<file path="src/rtl/matrix_chain_order_defines.svh">
// ----------------------------------------------------------------------------
// Matrix chain order assertion macros
// Shared concurrent assertion forms for the matrix chain order block.
// ----------------------------------------------------------------------------
`ifndef MATRIX_CHAIN_ORDER_DEFINES_SVH
`define MATRIX_CHAIN_ORDER_DEFINES_SVH

// Property checked at every clock edge outside reset
`define MCO_ASSERT(label, clk, rst, prop, msg) \
   label: assert property (@(posedge clk) disable iff (rst) prop) \
      else $error(msg);

// Condition in one cycle implies a consequence in the next cycle
`define MCO_ASSERT_NEXT(label, clk, rst, ante, cons, msg) \
   label: assert property (@(posedge clk) disable iff (rst) (ante) |=> (cons)) \
      else $error(msg);

`endif

</file>
<file path="src/rtl/mco_pkg.sv">
// ----------------------------------------------------------------------------
// Matrix chain order package
// Field widths, constants and the controller/datapath interface structs.
// ----------------------------------------------------------------------------
`default_nettype none

package mco_pkg;

   localparam int DIM_W   = 16;   // dimension field width
   localparam int IDX_W   = 4;    // matrix index field width
   localparam int SPLIT_W = 3;    // split point field width
   localparam int COST_W  = 52;   // cost accumulator width

   localparam logic [COST_W-1:0] COST_MAX = {COST_W{1'b1}};

   // Commands from the sequencer to the datapath
   typedef struct packed {
      logic             dim_we;      // store the incoming dimension
      logic [IDX_W-1:0] dim_addr;    // dimension store address (read or write)
      logic             cost_we;     // write cost table entry (i, j)
      logic             cost_wbest;  // 1: write best cost, 0: write zero
      logic [IDX_W-1:0] i;           // first matrix of subchain
      logic [IDX_W-1:0] j;           // last matrix of subchain
      logic [IDX_W-1:0] k;           // split under trial
      logic             issue;       // launch split k into the pipeline
      logic             load_di;     // capture d[i-1]
      logic             load_pij;    // capture d[i-1] * d[j]
      logic             init_best;   // best := max, split := 0
      logic             zero_best;   // best := 0, split := 0
      logic             emit;        // load the result register
      logic             too_many;    // dropped-dimension flag for this chain
      logic             last_res;    // final result of the table
   } mco_cmd_type;

   // Status from the datapath to the sequencer
   typedef struct packed {
      logic pipe_busy;   // split products still in flight
      logic out_busy;    // result register holds a word not yet taken
   } mco_status_type;

endpackage

`default_nettype wire

</file>
<file path="src/rtl/mco_ctrl.sv">
// ----------------------------------------------------------------------------
// Matrix chain order controller
// Loads the chain, then walks subchain lengths, start points and splits.
// ----------------------------------------------------------------------------
`default_nettype none

module mco_ctrl #(
   parameter int MAX_MATRICES = 8
) (
   input  wire logic                     clock,
   input  wire logic                     reset,
   input  wire logic                     req_valid,
   input  wire logic                     req_last_dim,
   output logic                          req_ready,
   input  wire mco_pkg::mco_status_type  status,
   output mco_pkg::mco_cmd_type          cmd
);

   import mco_pkg::*;

   localparam int SLOTS = MAX_MATRICES + 1;
   localparam int IW    = $clog2(SLOTS);
   localparam int CW    = $clog2(SLOTS + 1);

   localparam logic [2:0] ST_LOAD    = 3'd0;
   localparam logic [2:0] ST_FETCH_I = 3'd1;
   localparam logic [2:0] ST_FETCH_J = 3'd2;
   localparam logic [2:0] ST_PROD    = 3'd3;
   localparam logic [2:0] ST_RUN     = 3'd4;
   localparam logic [2:0] ST_DRAIN   = 3'd5;
   localparam logic [2:0] ST_EMIT    = 3'd6;

   logic [2:0]    state_ff, state_in;
   logic [CW-1:0] count_ff, count_in;
   logic          ovf_ff, ovf_in;
   logic [IW-1:0] len_ff, len_in;
   logic [IW-1:0] i_ff, i_in;
   logic [IW-1:0] k_ff, k_in;

   logic [IW-1:0] j_idx;
   logic [CW-1:0] n_cnt;
   logic [CW-1:0] count_add;
   logic          has_room;
   logic          accept;
   logic          table_done;
   logic          row_done;

   assign j_idx      = IW'(i_ff + len_ff - IW'(1));
   assign n_cnt      = count_ff - CW'(1);
   assign has_room   = (count_ff < CW'(SLOTS));
   assign count_add  = count_ff + CW'(has_room);
   assign accept     = req_valid & req_ready;
   assign table_done = (CW'(len_ff) == n_cnt);
   assign row_done   = (CW'(j_idx) == n_cnt);

   // sequencer
   always_comb begin
      state_in     = state_ff;
      count_in     = count_ff;
      ovf_in       = ovf_ff;
      len_in       = len_ff;
      i_in         = i_ff;
      k_in         = k_ff;
      req_ready    = (state_ff == ST_LOAD);
      cmd          = '0;
      cmd.i        = IDX_W'(i_ff);
      cmd.j        = IDX_W'(j_idx);
      cmd.k        = IDX_W'(k_ff);
      cmd.too_many = ovf_ff;
      cmd.last_res = table_done;
      unique case (state_ff)
         ST_LOAD: begin
            cmd.dim_addr = IDX_W'(count_ff);
            if (accept) begin
               // store the word and zero the diagonal entry of the new matrix
               cmd.dim_we  = has_room;
               cmd.cost_we = has_room & (count_ff != '0);
               cmd.i       = IDX_W'(count_ff);
               cmd.j       = IDX_W'(count_ff);
               count_in    = count_add;
               ovf_in      = ovf_ff | ~has_room;
               if (req_last_dim) begin
                  if (count_add < CW'(2)) begin
                     count_in = '0;
                     ovf_in   = 1'b0;
                  end else if (count_add == CW'(2)) begin
                     // single matrix: one zero-cost result
                     i_in          = IW'(1);
                     len_in        = IW'(1);
                     cmd.zero_best = 1'b1;
                     state_in      = ST_EMIT;
                  end else begin
                     i_in     = IW'(1);
                     len_in   = IW'(2);
                     state_in = ST_FETCH_I;
                  end
               end
            end
         end
         ST_FETCH_I: begin
            cmd.dim_addr = IDX_W'(i_ff - IW'(1));
            state_in     = ST_FETCH_J;
         end
         ST_FETCH_J: begin
            cmd.dim_addr = IDX_W'(j_idx);
            cmd.load_di  = 1'b1;
            state_in     = ST_PROD;
         end
         ST_PROD: begin
            cmd.load_pij  = 1'b1;
            cmd.init_best = 1'b1;
            k_in          = i_ff;
            state_in      = ST_RUN;
         end
         ST_RUN: begin
            // one split per cycle, lowest first
            cmd.dim_addr = IDX_W'(k_ff);
            cmd.issue    = 1'b1;
            k_in         = k_ff + IW'(1);
            if (k_ff == j_idx - IW'(1)) begin
               state_in = ST_DRAIN;
            end
         end
         ST_DRAIN: begin
            if (!status.pipe_busy) begin
               state_in = ST_EMIT;
            end
         end
         ST_EMIT: begin
            if (!status.out_busy) begin
               cmd.emit       = 1'b1;
               cmd.cost_we    = 1'b1;
               cmd.cost_wbest = 1'b1;
               priority if (table_done) begin
                  count_in = '0;
                  ovf_in   = 1'b0;
                  state_in = ST_LOAD;
               end else if (row_done) begin
                  len_in   = len_ff + IW'(1);
                  i_in     = IW'(1);
                  state_in = ST_FETCH_I;
               end else begin
                  i_in     = i_ff + IW'(1);
                  state_in = ST_FETCH_I;
               end
            end
         end
         default: begin
            state_in = ST_LOAD;
         end
      endcase
   end

   // control registers
   always_ff @(posedge clock) begin
      if (reset) begin
         state_ff <= ST_LOAD;
         count_ff <= '0;
         ovf_ff   <= 1'b0;
      end else begin
         state_ff <= state_in;
         count_ff <= count_in;
         ovf_ff   <= ovf_in;
      end
   end

   // loop indices
   always_ff @(posedge clock) begin
      len_ff <= len_in;
      i_ff   <= i_in;
      k_ff   <= k_in;
   end

endmodule

`default_nettype wire

</file>
<file path="config.mk">
export PLATFORM = sky130hd
export DESIGN_NAME = mco_ctrl
export DESIGN_NICKNAME = d
export VERILOG_FILES = /design/src/rtl/matrix_chain_order_defines.svh /design/src/rtl/mco_pkg.sv /design/src/rtl/mco_ctrl.sv
export SDC_FILE = /design/constraint.sdc
export NUM_CORES = 1
export LEC_CHECK = 0
export BUFFER_PORTS_ARGS = -buffer_cell sky130_fd_sc_hd__buf_2
export CORE_MARGIN = 4
export CORE_UTILIZATION = 35
export CTS_BUF_LIST = sky130_fd_sc_hd__clkbuf_8
export DETAILED_ROUTE_END_ITERATION = 12
export PLACE_DENSITY_LB_ADDON = 0.3
export SLEW_MARGIN = 5
export SYNTH_ARGS = -nofsm -noshare
export SYNTH_HDL_FRONTEND = slang
export SYNTH_SLANG_ARGS = --single-unit
export TNS_END_PERCENT = 5
</file>
<file path="constraint.sdc">
create_clock -name clock -period 3.7 [get_ports clock]
set_clock_uncertainty 0.05 [all_clocks]
set_input_delay 0.74 -clock clock [delete_from_list [all_inputs] [get_ports clock]]
set_output_delay 0.74 -clock clock [all_outputs]
set_load 0.02 [all_outputs]
</file>
==> Yosys cells after proc, flatten, opt, wreduce, memory -nomap -nowiden <==
Index checks and enable logic that the tools add are counted.
{ "word_totals": {"reg_bits": 20, "input_bits": 6, "out_inout_bits": 28, "elab_cells": 104} }
{ "op_classes": {"add_sub_neg": 9, "n_lt_le_gt_ge": 2, "n_eq_ne": 19, "n_mux": 56, "bitwise_logic": 4, "reduce_logical": 8} }
{ "ops": {"columns": ["op", "count"], "rows": [
  ["2-to-1 mux 4 bit", 17],
  ["one-hot mux 4 bit (2 select lines)", 4],
  ["2-to-1 mux 3 bit", 7],
  ["one-hot mux 3 bit (7 select lines)", 1],
  ["2-to-1 mux 1 bit", 19],
  ["2-to-1 mux 8 bit", 2],
  ["!= test 2 bit, second input constant", 8],
  ["one-hot mux 4 bit (4 select lines)", 1],
  ["subtractor 4 x 1 -> 4 bit, second input constant", 4],
  ["adder 4 x 1 -> 4 bit, second input constant", 3],
  ["== test 4 bit", 3],
  ["AND reduction 6 bit", 2],
  ["== test 3 bit, second input constant", 3],
  ["AND reduction 7 bit", 1],
  ["== test 3 x 2 -> 1 bit, second input constant", 2],
  ["2-to-1 mux 2 bit", 3],
  ["adder 4 x 1 -> 4 bit", 1],
  ["adder 4 bit", 1],
  ["== test 4 x 2 -> 1 bit, second input constant", 1],
  ["< comparator 4 x 2 -> 1 bit, second input constant", 1],
  ["< comparator 4 bit, second input constant", 1],
  ["one-hot mux 1 bit (2 select lines)", 2],
  ["AND reduction 4 bit", 1],
  ["nonzero test 2 bit", 2],
  ["other kinds (7)", 8]
]} }

==> Longest topological paths before layout <==
{ "logic_depth": {"depth_word": 8, "ltp_mapped": 13} }

==> Worst setup path before layout <==
OpenSTA, ideal clock, no wires.
{ "synth_timing": {"kind": "reg2out", "start": "reg i_ff[1]", "end": "out cmd[25] (netlist bit)", "t_arrival_ps": 2346, "path_slack_ps": 564, "stages_incl_launch_ff": 13, "path_cell_list": "edfxtp_1 -> inv_1 -> ha_1 -> inv_1 -> ha_1 -> inv_1 -> fa_1 -> xnor2_1 -> xnor2_2 -> mux2i_1 -> nor2_1 -> a21oi_1 -> o22ai_1"} }
{ "synth_lines": {"columns": ["item", "line", "rtl"], "rows": [
  ["start, declared", "mco_ctrl.sv:37", "logic [IW-1:0] i_ff, i_in;"],
  ["start signal, assigned", "mco_ctrl.sv:170", "i_ff <= i_in;"],
  ["end, declared", "mco_ctrl.sv:16", "output mco_pkg::mco_cmd_type cmd"]
]} }

==> flow_summary.yaml <==
cts:
  clk_latency_ns: 0.27
  cts_root_buf: "clkbuf_8"
  htreeDepth: 1
  cts.clk_slew.worst_paths_ns: 0.08
  cts_tree: "yes"
  clkSinkCount: 20
  cts_hold_buffers: 0
  clock_path_buffers: 2
  cts-buffers-inserted: 3
pwr:
  combinationalPowerShare_pct: 60.1
  seqPwrFrac_pct: 23.8
  p_sw_share_pct: 45.2
  power.leakage_nw: 0.928
  intPower_mw: 0.765
  p_per_area_mw_per_mm2: 665
  ir_worst_vdd_mv: 0.286
  pwr-share-clk_pct: 16.1
  power.switching_mw: 0.631
synthesis:
  ys_async_sr_fraction_pct: 0
  postSynthAreaPerCell_um2: 8.19
  synth.largest_area_cell: "edfxtp_1"
  synth_commonest_cells: "nand2_1, inv_1, nor2_1"
  synth_nets: 241
  synth-edff-count: 12
  synth.most_common_cell: "nand2_1"
  yosysSeqAreaShare_pct: 28.6
  yosys_warnings: 0
  synth_top_area_share_pct: 19.8
  synth_area_mm2: 0.00182
  ys_types: 41
  ys.flop_type: "edfxtp_1"
  postSynthCellCount: 222
  synthTopCellsByArea: "edfxtp_1, dfxtp_1, ha_1"
  synth_seq_cells: 20
grt:
  grt_overflow: 0
  antenna_found_initial: 0
  track_usage_pct: 16.3
  grt_pass1_vias: 1658
  grt_max_degree: 16
  grt_pass1_wl_um: 8070
critical_path:
  required_ns: 2.91
  critPathMaxFanout: 4
  critPathArrivalTime_ns: 2.71
  worstSetupStartpointType: "register"
  cp-end-kind: "output pin"
  timing_worst_setup_path_type: "reg2out"
floorplan:
  ios: 34
  rows: 25
  fp.dieArea_mm2: 0.00642
  core_area_mm2: 0.00488
  start_util_pct: 37.3
  die_y_um: 80.1
  die_x_um: 80.1
timing:
  report.final.slew_viol_count: 0
  slew_headroom_pct: 59.1
  fin_crit_sh_pct: 94.5
  rsz0062_at_grt: "false"
  final-setup-viol-count: 0
  fin_crit_ns: 3.50
  fmax_mhz: 286
  final-hold-violation-count: 0
  tightest_slew_ns: 0.608
  finalSetupTns_ns: 0
routing:
  routed_wl_um: 4660
  vias_per_cell: 5.11
  wl_per_cell_um: 14.7
  drc_errors: 0
  first_iter_violations: 117
  first_pass_iters: 4
  drtAntennaViolNets: 0
  vias: 1621
placement:
  post-dp-hpwl_um: 3560
  port_buffers: 33
  gp_congestion: 0.846
  dp.cells: 311
outcome:
  status: "complete, no violations"
min_path:
  hold_class: "reg2reg"
layout:
  antenna_cells: 0
  area_delta_synth_final_pct: 15.5
  drive_gt1_share_pct: 19.6
  finalNetCount: 270
  fillers: 509
  fin_cells: 317
flow_run:
  maxCapViolCount: 0
layer usage:
| metal | GRT usage (%) | up-vias | share of wire, % |
|---|---|---|---|
| met2 | 24.9 | 54 | 45 |
| met5 | 0 | - | 0 |
| met1 | 23.2 | 745 | 47 |
| met4 | 5.74 | 0 | 1.6 |
| li1 | - | 814 | - |
| met3 | 2.58 | 8 | 6.4 |
logic make-up after synthesis:
kind of cell | synth area share (%)
simple gates | 20.6
compound gates | 15.5
buf+inv | 8.32
xor+xnor | 14.9
flops | 28.6
fa+ha+maj | 9.35
mux | 2.75
metrics by stage:
step           hold WS, ns  util [%]  power [mW]  setup WS (ns)  instance area, µm²
2_1_floorplan        0.410         -       0.951          0.564                1820
3_3_place_gp         0.432      41.1        1.13          0.470                2010
3_5_place_dp         0.451      41.1        1.14          0.368                2010
4_1_cts              0.466      42.6        1.37         0.0772                2080
5_1_grt              0.496      43.1        1.52         0.0131                2100
6_report             0.456      43.1        1.40          0.204                2100
layout make-up:
type	count	area [µm²]	share of cell area (%)
tap	67	83.8	3.99
sequential	20	520	24.8
inverter	18	67.6	3.22
clock inverter	1	30.0	1.43
clock buffer	3	41.3	1.97
multi-input combinational	170	1150	55.0
timing repair buffer	38	203	9.65
power by group through the flow:
stage / sequential, mW / clock (mW) / combinational [mW]
2_1_floorplan: 0.312 / 0 / 0.639
3_3_place_gp: 0.336 / 0 / 0.795
3_5_place_dp: 0.338 / 0 / 0.799
4_1_cts: 0.333 / 0.229 / 0.805
5_1_grt: 0.340 / 0.242 / 0.934
6_report: 0.333 / 0.224 / 0.839
placed cells by master, fill, tap and decap left out, types with 2 or more instances in the layout:
| master | Yosys | final |
|---|---|---|
| xnor2_2 | 1 | 2 |
| xnor2_1 | 15 | 14 |
| nor2b_1 | 3 | 3 |
| nand2b_1 | 5 | 5 |
| nand4_1 | 2 | 2 |
| a21oi_1 | 9 | 9 |
| nor2_1 | 17 | 17 |
| nor3b_1 | 2 | 2 |
| mux2i_1 | 5 | 5 |
| a211oi_1 | 3 | 3 |
| o21ai_0 | 12 | 12 |
| and2_1 | 4 | 4 |
| nand3b_1 | 2 | 2 |
| dfxtp_1 | 8 | 8 |
| nand2_1 | 29 | 29 |
| xor2_1 | 14 | 14 |
| clkbuf_8 | 0 | 3 |
| buf_4 | 5 | 5 |
| ha_1 | 12 | 12 |
| nand3_1 | 7 | 7 |
| nor3_1 | 8 | 8 |
| inv_1 | 18 | 17 |
| o32ai_1 | 2 | 2 |
| buf_2 | 4 | 33 |
| edfxtp_1 | 12 | 12 |
| o22ai_1 | 5 | 5 |
critical path: stages, from the launching register on:
cell	delay (ns)
edfxtp_1	0.43
inv_1	0.07
ha_1	0.28
inv_1	0.06
ha_1	0.14
inv_1	0.05
fa_1	0.40
xnor2_2	0.16
xnor2_2	0.22
mux2i_1	0.11
nor2_1	0.12
a21oi_1	0.05
o22ai_1	0.14
buf_2	0.19
sequential cells by signal (all words and copies together), names as in the netlist:
name      cells
count_ff      4
i_ff          4
k_ff          4
state_ff      3
len_ff        4
ovf_ff        1
repair_timing:
| item | CTS | global route |
|---|---|---|
| setup buffers | 0 | 2 |
| setup endpoints to repair | 0 | 1 |
| gates resized for setup | 0 | 2 |
worst paths after layout:
| path | startpoint | endpoint | slack [ns] | cells after the start |
|---|---|---|---|---|
| worst max register to register | len_ff[1] | len_ff[0] | 0.46 | 12 |
| worst max-delay path | len_ff[1] | cmd[25] | 0.20 | 13 |
| worst min-delay path | count_ff[0] | count_ff[0] | 0.46 | 2 |
| worst min register to register | count_ff[0] | count_ff[0] | 0.46 | 2 |
Power figures use the tool's default switching activity.
